$ cat config.mk
export PLATFORM = sky130hd
export DESIGN_NAME = knx_tp_frame_builder
export DESIGN_NICKNAME = d
export VERILOG_FILES = /design/src/hw/rtl/knxfb_pkg.sv /design/src/hw/rtl/knx_tp_frame_builder.sv /design/src/hw/rtl/knxfb_front.sv /design/src/hw/rtl/knxfb_cmd_queue.sv /design/src/hw/rtl/knxfb_back.sv
export SDC_FILE = /design/constraint.sdc
export NUM_CORES = 1
export LEC_CHECK = 0
export BUFFER_PORTS_ARGS = -buffer_cell sky130_fd_sc_hd__buf_4
export CORE_UTILIZATION = 59
export DETAILED_ROUTE_END_ITERATION = 8
export PLACE_DENSITY = 0.83
export SYNTH_ARGS = -nofsm -noshare
export SYNTH_HDL_FRONTEND = slang
export SYNTH_SLANG_ARGS = --single-unit
$ cat constraint.sdc
create_clock -name clk -period 7.1 [get_ports clk]
set_input_delay 0.71 -clock clk [delete_from_list [all_inputs] [get_ports clk]]
set_output_delay 0.71 -clock clk [all_outputs]
set_load 0.02 [all_outputs]
$ cat src/hw/rtl/knxfb_pkg.sv
// Shared types and constants for the twisted-pair frame builder.
package knxfb_pkg;

	localparam int unsigned MaxPayloadDefault = 16;
	localparam int unsigned CmdDepth = 2;

	localparam logic [7:0] CtrlBase = 8'h30;
	localparam logic [7:0] CtrlPrioMask = 8'h0C;
	localparam logic [7:0] CtrlFmtMask = 8'h80;
	localparam logic [2:0] HopCountReset = 3'd6;

	localparam logic [2:0] StepCtrl = 3'd0;
	localparam logic [2:0] StepSrcHi = 3'd1;
	localparam logic [2:0] StepSrcLo = 3'd2;
	localparam logic [2:0] StepDstHi = 3'd3;
	localparam logic [2:0] StepDstLo = 3'd4;
	localparam logic [2:0] StepRoute = 3'd5;
	localparam logic [2:0] StepData = 3'd6;
	localparam logic [2:0] StepCheck = 3'd7;

	localparam logic RegHopCount = 1'b0;

	typedef struct packed {
		logic        first;
		logic        last;
		logic [1:0]  prio;
		logic        fmt;
		logic        addr_type;
		logic [15:0] src;
		logic [15:0] dst;
		logic [3:0]  len_nib;
		logic [7:0]  data;
	} cmd_t;

endpackage

$ cat src/hw/rtl/knx_tp_frame_builder.sv
// Top level of the twisted-pair standard frame builder.
// Push payload bytes in; the first byte of a frame samples the header fields and yields six
// header bytes plus the byte itself, later bytes yield one byte each, and the last byte of a
// frame adds the inverted XOR check byte (last_of_frame high). The result side delivers one
// byte per cycle while the reader keeps popping, from a single output register that the
// byte sequencer in the back end fills. A two-entry command queue lets input bytes be taken
// while the sequencer works. The hop limit sits at byte address 0 of the configuration port.
module knx_tp_frame_builder #(
	parameter int unsigned MAX_PAYLOAD = knxfb_pkg::MaxPayloadDefault
) (
	input  logic        clk,
	input  logic        arst_n,
	input  logic        psel,
	input  logic        penable,
	input  logic        pwrite,
	input  logic [2:0]  paddr,
	input  logic [31:0] pwdata,
	output logic [31:0] prdata,
	output logic        pready,
	input  logic        push,
	output logic        full,
	input  logic [1:0]  priority_req,
	input  logic        frame_fmt,
	input  logic        addr_group,
	input  logic [15:0] src_addr,
	input  logic [15:0] dst_addr,
	input  logic [4:0]  payload_length,
	input  logic [7:0]  data_byte,
	output logic        empty,
	input  logic        pop,
	output logic [7:0]  frame_byte,
	output logic        last_of_frame
);

	logic [2:0]      hop_q;
	logic            accept;
	knxfb_pkg::cmd_t front_cmd;
	knxfb_pkg::cmd_t head_cmd;
	logic            cq_empty;
	logic            cq_pop;

	assign pready = 1'b1;
	assign prdata = (paddr[2] == knxfb_pkg::RegHopCount) ? {29'd0, hop_q} : 32'd0;

	always_ff @(posedge clk or negedge arst_n) begin
		if (!arst_n) begin
			hop_q <= knxfb_pkg::HopCountReset;
		end else if (psel && penable && pwrite && paddr[2] == knxfb_pkg::RegHopCount) begin
			hop_q <= pwdata[2:0];
		end
	end

	assign accept = push && !full;

	knxfb_front #(
		.MAX_PAYLOAD(MAX_PAYLOAD)
	) u_front (
		.clk           (clk),
		.arst_n        (arst_n),
		.accept        (accept),
		.priority_req  (priority_req),
		.frame_fmt     (frame_fmt),
		.addr_group    (addr_group),
		.src_addr      (src_addr),
		.dst_addr      (dst_addr),
		.payload_length(payload_length),
		.data_byte     (data_byte),
		.cmd           (front_cmd)
	);

	knxfb_cmd_queue u_queue (
		.clk    (clk),
		.arst_n (arst_n),
		.wr_en  (push),
		.wr_data(front_cmd),
		.full   (full),
		.rd_en  (cq_pop),
		.rd_data(head_cmd),
		.empty  (cq_empty)
	);

	knxfb_back u_back (
		.clk          (clk),
		.arst_n       (arst_n),
		.hop_limit    (hop_q),
		.cmd          (head_cmd),
		.cmd_empty    (cq_empty),
		.cmd_pop      (cq_pop),
		.frame_byte   (frame_byte),
		.last_of_frame(last_of_frame),
		.empty        (empty),
		.pop          (pop)
	);

endmodule

$ cat src/hw/rtl/knxfb_front.sv
// Front end: tracks frame position, clamps the length and classifies each byte.
module knxfb_front #(
	parameter int unsigned MAX_PAYLOAD = knxfb_pkg::MaxPayloadDefault
) (
	input  logic                clk,
	input  logic                arst_n,
	input  logic                accept,
	input  logic [1:0]          priority_req,
	input  logic                frame_fmt,
	input  logic                addr_group,
	input  logic [15:0]         src_addr,
	input  logic [15:0]         dst_addr,
	input  logic [4:0]          payload_length,
	input  logic [7:0]          data_byte,
	output knxfb_pkg::cmd_t     cmd
);

	localparam logic [4:0] MaxLen = 5'(MAX_PAYLOAD);

	logic [4:0] pos_q;
	logic [4:0] len_q;
	logic [4:0] clamp_len;
	logic [4:0] cur_len;
	logic [4:0] pos_next;
	logic [4:0] len_m1;
	logic       first;
	logic       last;

	always_comb begin
		if (payload_length == 5'd0) begin
			clamp_len = 5'd1;
		end else if (payload_length > MaxLen) begin
			clamp_len = MaxLen;
		end else begin
			clamp_len = payload_length;
		end
	end

	assign first    = (pos_q == 5'd0);
	assign cur_len  = first ? clamp_len : len_q;
	assign pos_next = pos_q + 5'd1;
	assign last     = (pos_next >= cur_len);
	assign len_m1   = clamp_len - 5'd1;

	always_comb begin
		cmd.first     = first;
		cmd.last      = last;
		cmd.prio      = priority_req;
		cmd.fmt       = frame_fmt;
		cmd.addr_type = addr_group;
		cmd.src       = src_addr;
		cmd.dst       = dst_addr;
		cmd.len_nib   = len_m1[3:0];
		cmd.data      = data_byte;
	end

	always_ff @(posedge clk or negedge arst_n) begin
		if (!arst_n) begin
			pos_q <= 5'd0;
			len_q <= 5'd0;
		end else if (accept) begin
			len_q <= cur_len;
			pos_q <= last ? 5'd0 : pos_next;
		end
	end

endmodule

$ cat src/hw/rtl/knxfb_cmd_queue.sv
// Short command queue between the front end and the byte sequencer.
module knxfb_cmd_queue (
	input  logic            clk,
	input  logic            arst_n,
	input  logic            wr_en,
	input  knxfb_pkg::cmd_t wr_data,
	output logic            full,
	input  logic            rd_en,
	output knxfb_pkg::cmd_t rd_data,
	output logic            empty
);

	localparam int unsigned Depth = knxfb_pkg::CmdDepth;
	localparam int unsigned PtrW = (Depth > 1) ? $clog2(Depth) : 1;
	localparam int unsigned CntW = $clog2(Depth + 1);

	knxfb_pkg::cmd_t mem_q [Depth];
	logic [PtrW-1:0] wr_ptr_q;
	logic [PtrW-1:0] rd_ptr_q;
	logic [CntW-1:0] count_q;
	logic            do_wr;
	logic            do_rd;

	assign full    = (count_q == CntW'(Depth));
	assign empty   = (count_q == '0);
	assign do_wr   = wr_en && !full;
	assign do_rd   = rd_en && !empty;
	assign rd_data = mem_q[rd_ptr_q];

	always_ff @(posedge clk) begin
		if (do_wr) begin
			mem_q[wr_ptr_q] <= wr_data;
		end
	end

	always_ff @(posedge clk or negedge arst_n) begin
		if (!arst_n) begin
			wr_ptr_q <= '0;
			rd_ptr_q <= '0;
			count_q  <= '0;
		end else begin
			if (do_wr) begin
				wr_ptr_q <= (wr_ptr_q == PtrW'(Depth - 1)) ? '0 : wr_ptr_q + 1'b1;
			end
			if (do_rd) begin
				rd_ptr_q <= (rd_ptr_q == PtrW'(Depth - 1)) ? '0 : rd_ptr_q + 1'b1;
			end
			if (do_wr && !do_rd) begin
				count_q <= count_q + 1'b1;
			end else if (do_rd && !do_wr) begin
				count_q <= count_q - 1'b1;
			end
		end
	end

endmodule

$ cat src/hw/rtl/knxfb_back.sv
// Back end: steps through header, data and check bytes into the result register.
module knxfb_back (
	input  logic            clk,
	input  logic            arst_n,
	input  logic [2:0]      hop_limit,
	input  knxfb_pkg::cmd_t cmd,
	input  logic            cmd_empty,
	output logic            cmd_pop,
	output logic [7:0]      frame_byte,
	output logic            last_of_frame,
	output logic            empty,
	input  logic            pop
);

	logic [2:0] step_q;
	logic [7:0] xor_q;
	logic       out_valid_q;
	logic [7:0] out_byte_q;
	logic       out_last_q;
	logic [2:0] eff_step;
	logic [7:0] cur_byte;
	logic       slot_free;
	logic       emit;
	logic       done;

	assign slot_free = !out_valid_q || pop;
	assign emit      = !cmd_empty && slot_free;
	assign eff_step  = (!cmd.first && step_q == knxfb_pkg::StepCtrl) ?
		knxfb_pkg::StepData : step_q;
	assign done      = (eff_step == knxfb_pkg::StepCheck) ||
		(eff_step == knxfb_pkg::StepData && !cmd.last);
	assign cmd_pop   = emit && done;

	always_comb begin
		case (eff_step)
			knxfb_pkg::StepCtrl: cur_byte = knxfb_pkg::CtrlBase |
				({4'd0, cmd.prio, 2'd0} & knxfb_pkg::CtrlPrioMask) |
				({cmd.fmt, 7'd0} & knxfb_pkg::CtrlFmtMask);
			knxfb_pkg::StepSrcHi: cur_byte = cmd.src[15:8];
			knxfb_pkg::StepSrcLo: cur_byte = cmd.src[7:0];
			knxfb_pkg::StepDstHi: cur_byte = cmd.dst[15:8];
			knxfb_pkg::StepDstLo: cur_byte = cmd.dst[7:0];
			knxfb_pkg::StepRoute: cur_byte = {cmd.addr_type, hop_limit, cmd.len_nib};
			knxfb_pkg::StepData:  cur_byte = cmd.data;
			knxfb_pkg::StepCheck: cur_byte = ~xor_q;
			default:              cur_byte = 8'd0;
		endcase
	end

	always_ff @(posedge clk or negedge arst_n) begin
		if (!arst_n) begin
			step_q      <= knxfb_pkg::StepCtrl;
			xor_q       <= 8'd0;
			out_valid_q <= 1'b0;
		end else begin
			if (emit) begin
				out_valid_q <= 1'b1;
				step_q      <= done ? knxfb_pkg::StepCtrl : eff_step + 3'd1;
				if (eff_step == knxfb_pkg::StepCtrl) begin
					xor_q <= cur_byte;
				end else if (eff_step != knxfb_pkg::StepCheck) begin
					xor_q <= xor_q ^ cur_byte;
				end
			end else if (pop) begin
				out_valid_q <= 1'b0;
			end
		end
	end

	always_ff @(posedge clk) begin
		if (emit) begin
			out_byte_q <= cur_byte;
			out_last_q <= (eff_step == knxfb_pkg::StepCheck);
		end
	end

	assign frame_byte    = out_byte_q;
	assign last_of_frame = out_last_q;
	assign empty         = !out_valid_q;

endmodule
* Word-level counts from Yosys, hierarchy flattened *
Memories as Yosys holds them, arrays and structs flattened.
Index checks and enable logic that the tools add are counted.

cells by class
  bitwise gates (word level) = 4
  add/sub/neg operators = 7
  magnitude comparators = 2
  eq/ne operators = 9
  muxes and demuxes = 18
  reductions and logical operators = 29

operator list
  cell                 number
  $pmux 8 s8           1
  $mux 5               4
  $mux 8               2
  $eq 3x3->1 const B   4
  $logic_and 1x1->1    11
  $logic_not 5->1      2
  $mux 3               3
  $not 8->8            1
  $or 6x8->8           1
  $xor 8x8->8          1
  $logic_not 1->1      7
  $eq 3x2->1 const B   2
  $logic_not 3->1      2
  $mux 1               6
  $reduce_bool 2->1    3
  $add 5x1->5 const B  1
  $ge 5x5->1           1
  $gt 5x5->1 const B   1
  $mux 2               2
  $sub 4x1->4 const B  1
  $add 3x1->3 const B  1
  $eq 3x1->1 const B   1
  $ne 3x3->1 const B   1
  $add 1x1->1 const B  2
  7 further kinds      8

word-level totals
  input bits = 91
  bits in registers = 38
  RAM bits = 100
  output and inout port bits = 44
  memories kept = 1

memories
  name           depth  width  rd ports  clocked after Yosys merged registers in  write ports  line                   source
  u_queue.mem_q  2      50     1         0                                        1            knxfb_cmd_queue.sv:17  knxfb_pkg::cmd_t mem_q [Depth];

* Longest topological paths before layout *
An unclocked memory read counts as a cell.

  word-level depth = 12
  depth in mapped cells = 14
  mapped depth without buffers = 12

* By module *
From an unflattened synthesis, not the netlist that was laid out.

unflattened totals
  cells, all modules = 513
  area, all modules = 7293.2 µm²

by module, submodules not included
  module                cells each  area each (µm²)  times used  seq. area each (µm²)
  knxfb_cmd_queue       175         4057.6           1           3103.0
  knxfb_back            174         1689.1           1           570.5
  knxfb_front           121         1134.8           1           250.2
  knx_tp_frame_builder  43          411.6            1           77.6

* Worst setup path before layout *
Ideal clock, no wire load.

  path kind = input port to flip-flop
  start = input push
  end = memory u_queue.mem_q[0][0] (netlist name) (enable)
  cell stages on the path = 3
  arrival = 3.129 ns
  path buffers = 1
  slack = 3.513 ns
  cells stage by stage = nand2_1 > clkbuf_1 > nor2_1

between the ends
  cells in the longest elaborated chain, start to end = 3

ends and longest elaborated chain
  item                          line                        source
  start: declaration            knx_tp_frame_builder.sv:20  input logic push,
  $logic_and 1x1->1             knxfb_cmd_queue.sv:26       assign do_wr = wr_en && !full;
  $mux 1                        knxfb_cmd_queue.sv:31       if (do_wr) begin
  $mux 1 (implied by the code)  knxfb_cmd_queue.sv:32       mem_q[wr_ptr_q] <= wr_data;
  end: declaration              knxfb_cmd_queue.sv:17

Every way passes these cells.

* Worst setup path after layout *
  start = register u_queue.rd_ptr_q
  end = register u_back.out_byte_q[7] (netlist: u_back.frame_byte[7]) (data pin)

between the ends
  cells in the longest elaborated chain, start to end = 6
  elaborated cells between the ends (all ways) = 14

ends and longest elaborated chain
  item                                line                   source
  start: declaration                  knxfb_cmd_queue.sv:19  logic [PtrW-1:0] rd_ptr_q;
  start signal: assignment            knxfb_cmd_queue.sv:46  rd_ptr_q <= (rd_ptr_q == PtrW'(Depth - 1)) ? '0 : rd_ptr_q + 1'b1;
  $mem_v2 2x50 *                      n/a
  $logic_not 1->1                     knxfb_back.sv:28       assign eff_step = (!cmd.first && step_q == knxfb_pkg::StepCtrl) ?
  $logic_and 1x1->1                   knxfb_back.sv:28
  $mux 3                              knxfb_back.sv:28
  $eq 3x3->1 (tied with other cells)  knxfb_back.sv:35       case (eff_step)
  $pmux 8 s8 *                        knxfb_back.sv:35
  named net u_back.cur_byte[7]        knxfb_back.sv:21       logic [7:0] cur_byte;
  end signal: assignment              knxfb_back.sv:72       out_byte_q <= cur_byte;
  end: declaration                    knxfb_back.sv:18       logic [7:0] out_byte_q;

The timed path passes the listed nets; every way through them passes the cells marked *.
A chain may end at the register's enable or synchronous reset.

==> metrics.md <==
| Metric | Value |
|---|---|
| Post-cts sizing count | 0 |
| Worst-Skew Late Latency | 530 ps |
| Pwr dens | 478 nW/um^2 |
| Synth top area share | 52.8% |
| Tcrit/Tclk final | 59.9% |
| Deepest clock path buffer count | 2 |
| H-tree depth | 4 |
| P&R area growth vs syn | 19.3% |
| Hold Crit Class | in2async |
| Register bit total from synthesis | 138 |
| Initial antenna violation count | 0 |
| CTS tree | done |
| Post-synth ARST share | 21.0% |
| Vias in the first global route | 3843 |
| Int Power | 2.34 mW |
| Number of enable flip-flop cells after synthesis | 109 |
| Distinct cells, synth | 61 |
| CP startpoint | u_queue.rd_ptr_q$_DFFE_PN0P_ |
| Max Fclk | 0.235 GHz |
| Io pins | 135 |
| WP data required | 7380 ps |
| Layout fillers | 642 |
| Syn. warnings | 0 |
| Vias | 3714 |
| Top-count cell post-synth | edfxtp_1 |
| Syn_area_per_cell | 14.3 sq um |
| CP Max Fanout | 44 |
| Number of max-cap violations | 0 |
| Die area | 10900 sq um |
| Synth area leader | edfxtp_1 |
| N_diodes | 0 |
| Top_reg_cell synth | edfxtp_1 |
| Drc violations | 0 |
| ANT nets after route | 0 |
| Most frequent cells after synthesis | edfxtp_1, nand2_1, buf_4 |
| Area contributors post-synth | edfxtp_1, dfrtp_1, buf_4 |
| P_leak | 2.95 nW |
| Total Wirelength | 12100 um |
| Layout cells sized above 1 | 27.4% |
| Grt total ovfl | 0 |
| Status | finished, final reports clean |
| Setup TNS | 0 ps |
| CP endpoint kind | register |
| Crit start category | register |
| Mapped Cells | 434 |
| Hpwl dp | 7420 um |
| DRT iter0 DRCs | 228 |
| Worst r2r src | u_queue.rd_ptr_q$_DFFE_PN0P_ |
| Clock transition at path regs | 60 ps |
| Die height | 104 um |
| Sequential cell area fraction in the yosys report | 64.6% |
| Post-CTS setup buffers | 0 |
| Drt pass-1 iters | 5 |
| First-pass GRT wire length | 19500 um |
| Sw frac | 33.7% |
| Initial Utilization | 60.5% |
| VDD IR max | 0.240 mV |
| Clock share of power | 27.0% |
| Cell Rows | 37 |
| Final #Nets | 617 |
| Root Buffer | clkbuf_8 |
| Worst-margin pin slew | 801 ps |
| Core area | 10200 sq um |
| Hold buffer count at cts | 0 |
| Pins Over Slew Limit | 0 |
| Sequential Power Share | 36.8% |
| Final min period | 4250 ps |
| Critical path type | reg2reg |
| Total chip power | 3.53 mW |
| Rel. slew slack | 46.5% |
| Combinational power share | 36.2% |
| Largest net degree at the start of global routing | 51 |
| Die W | 104 um |
| Count of clock tree sinks | 138 |
| Final hold violations | 0 |
| Port bufs | 73 |
| CTS Buf Count | 17 |
| Vias per Instance | 5.62 |
| Cell area after synthesis | 6190 sq um |
| WP data arrival | 4530 ps |
| Final number of setup-violating endpoints | 0 |
| WL/cell | 18.4 um |
| Gpl congestion | 0.801 |
| Tot GR Track Use | 24.2% |
| Net Sw Power | 1.19 mW |
| RSZ-0062 raised after global routing | false |
| Final Skew | 5.71 ps |
-- per-stage QoR --
| step | hold slack [ps] | worst slack [ps] | cells | utilization [%] | cell area [sq um] |
|---|---|---|---|---|---|
| finish | 108 | 2850 | 661 | 72.2 | 7390 |
| global route | 125 | 2640 | 661 | 72.2 | 7390 |
| CTS | 100 | 2850 | 661 | 72.2 | 7390 |
| detailed placement | 479 | 2920 | 629 | 65.9 | 6750 |
| global placement | 461 | 2940 | 629 | 65.9 | 6750 |
| floorplan | 414 | 3510 | 462 | - | 6300 |
-- critical path, cell delays in order (launching register included) --
cell and delay (ps):
dfrtp_2 350, buf_4 560, mux2i_2 390, a21o_1 450, inv_6 160, ha_1 420, or3_1 460, a211oi_2 700
mux2i_1 200, or2_2 310
-- cells in the final DEF, fill, tap and decap left out, drive strengths merged, types with 3 or more instances in the layout --
cell type  netlist  routed
edfxtp         109     109
buf             39      76
nand2           50      50
conb             2      30
dfrtp           27      27
mux2i           18      18
clkbuf           6      18
o21ai           18      18
mux2            17      17
inv             16      17
ha              14      14
nor2            14      14
mux4            10      10
xnor2            9       9
a21oi            9       9
xor2             8       8
nand2b           7       7
clkinv           0       7
bufinv           0       6
a211oi           5       5
a21o             4       4
o22ai            4       4
nand3            4       4
nor2b            4       4
and2             4       4
o221ai           3       3
or2              3       3
-- power by group through the flow --
stage	sequential [mW]	combinational [mW]	clock, mW
after floorplan	1.31	0.934	0
after global placement	1.29	1.20	0
after detailed placement	1.31	1.25	0
after CTS	1.30	1.28	0.962
after global routing	1.32	1.40	0.995
final	1.30	1.28	0.954
-- logic make-up (layout without fill, tap and decap cells) --
logic type / count (synthesis) / in the layout / synth area share (%)
AO/OA/AOI/OAI: 58 / 58 / 6.40
XOR/XNOR: 17 / 17 / 2.40
adder cells (fa/ha/maj): 14 / 14 / 2.83
buffers and inverters: 61 / 124 / 6.06
flip-flops: 138 / 138 / 64.6
multiplexers: 45 / 45 / 9.88
other: 2 / 30 / 0.121
AND/OR/NAND/NOR: 99 / 99 / 7.70
-- cell type report --
class / instances / area (sq um) / share of cell area [%]
multi-input cells: 263 / 1940 / 26.2
clock inverters: 14 / 225 / 3.05
flip-flops and latches: 138 / 4000 / 54.2
well taps: 136 / 170 / 2.30
repair buffers: 76 / 571 / 7.72
inverters: 16 / 65.1 / 0.881
clock buffers: 18 / 418 / 5.66
-- registers in the layout, summed over array words and instances, names as in the netlist --
name                  flops
u_back.out_valid_q        1
u_back.xor_q              8
hop_q                     3
u_queue.rd_ptr_q          1
u_back.frame_byte         8
u_back.last_of_frame      1
u_queue.wr_ptr_q          1
u_queue.mem_q           100
u_queue.count_q           2
u_back.step_q             3
u_front.len_q             5
u_front.pos_q             5
-- routing by layer --
layer,GRT usage [%],part of all wire [%],wire length (um),vias up
met1,31.3,42,5120,1847
met2,38.1,50,6020,149
met4,12.1,2.6,312,0
li1,-,-,-,1690
met5,0,0,0,-
met3,6.39,5.6,680,28
-- worst paths after layout --
| kind | endpoint | slack [ps] | cells past startpoint |
|---|---|---|---|
| setup / recovery | u_back.frame_byte[7]$_DFFE_PP_ | 2850 | 9 |
| hold / removal | u_back.out_valid_q$_DFFE_PN0P_ | 110 | 1 |
| setup reg to reg | u_back.frame_byte[7]$_DFFE_PP_ | 2850 | 9 |
| hold reg to reg | u_front.len_q[4]$_DFFE_PN0P_ | 490 | 2 |
| max in group asynchronous | hop_q[2]$_DFFE_PN1P_ | 6670 | 1 |
| min in group clk | u_queue.mem_q[1][31]$_DFFE_PP_ | 360 | 1 |
Power figures use the tool's default switching activity.
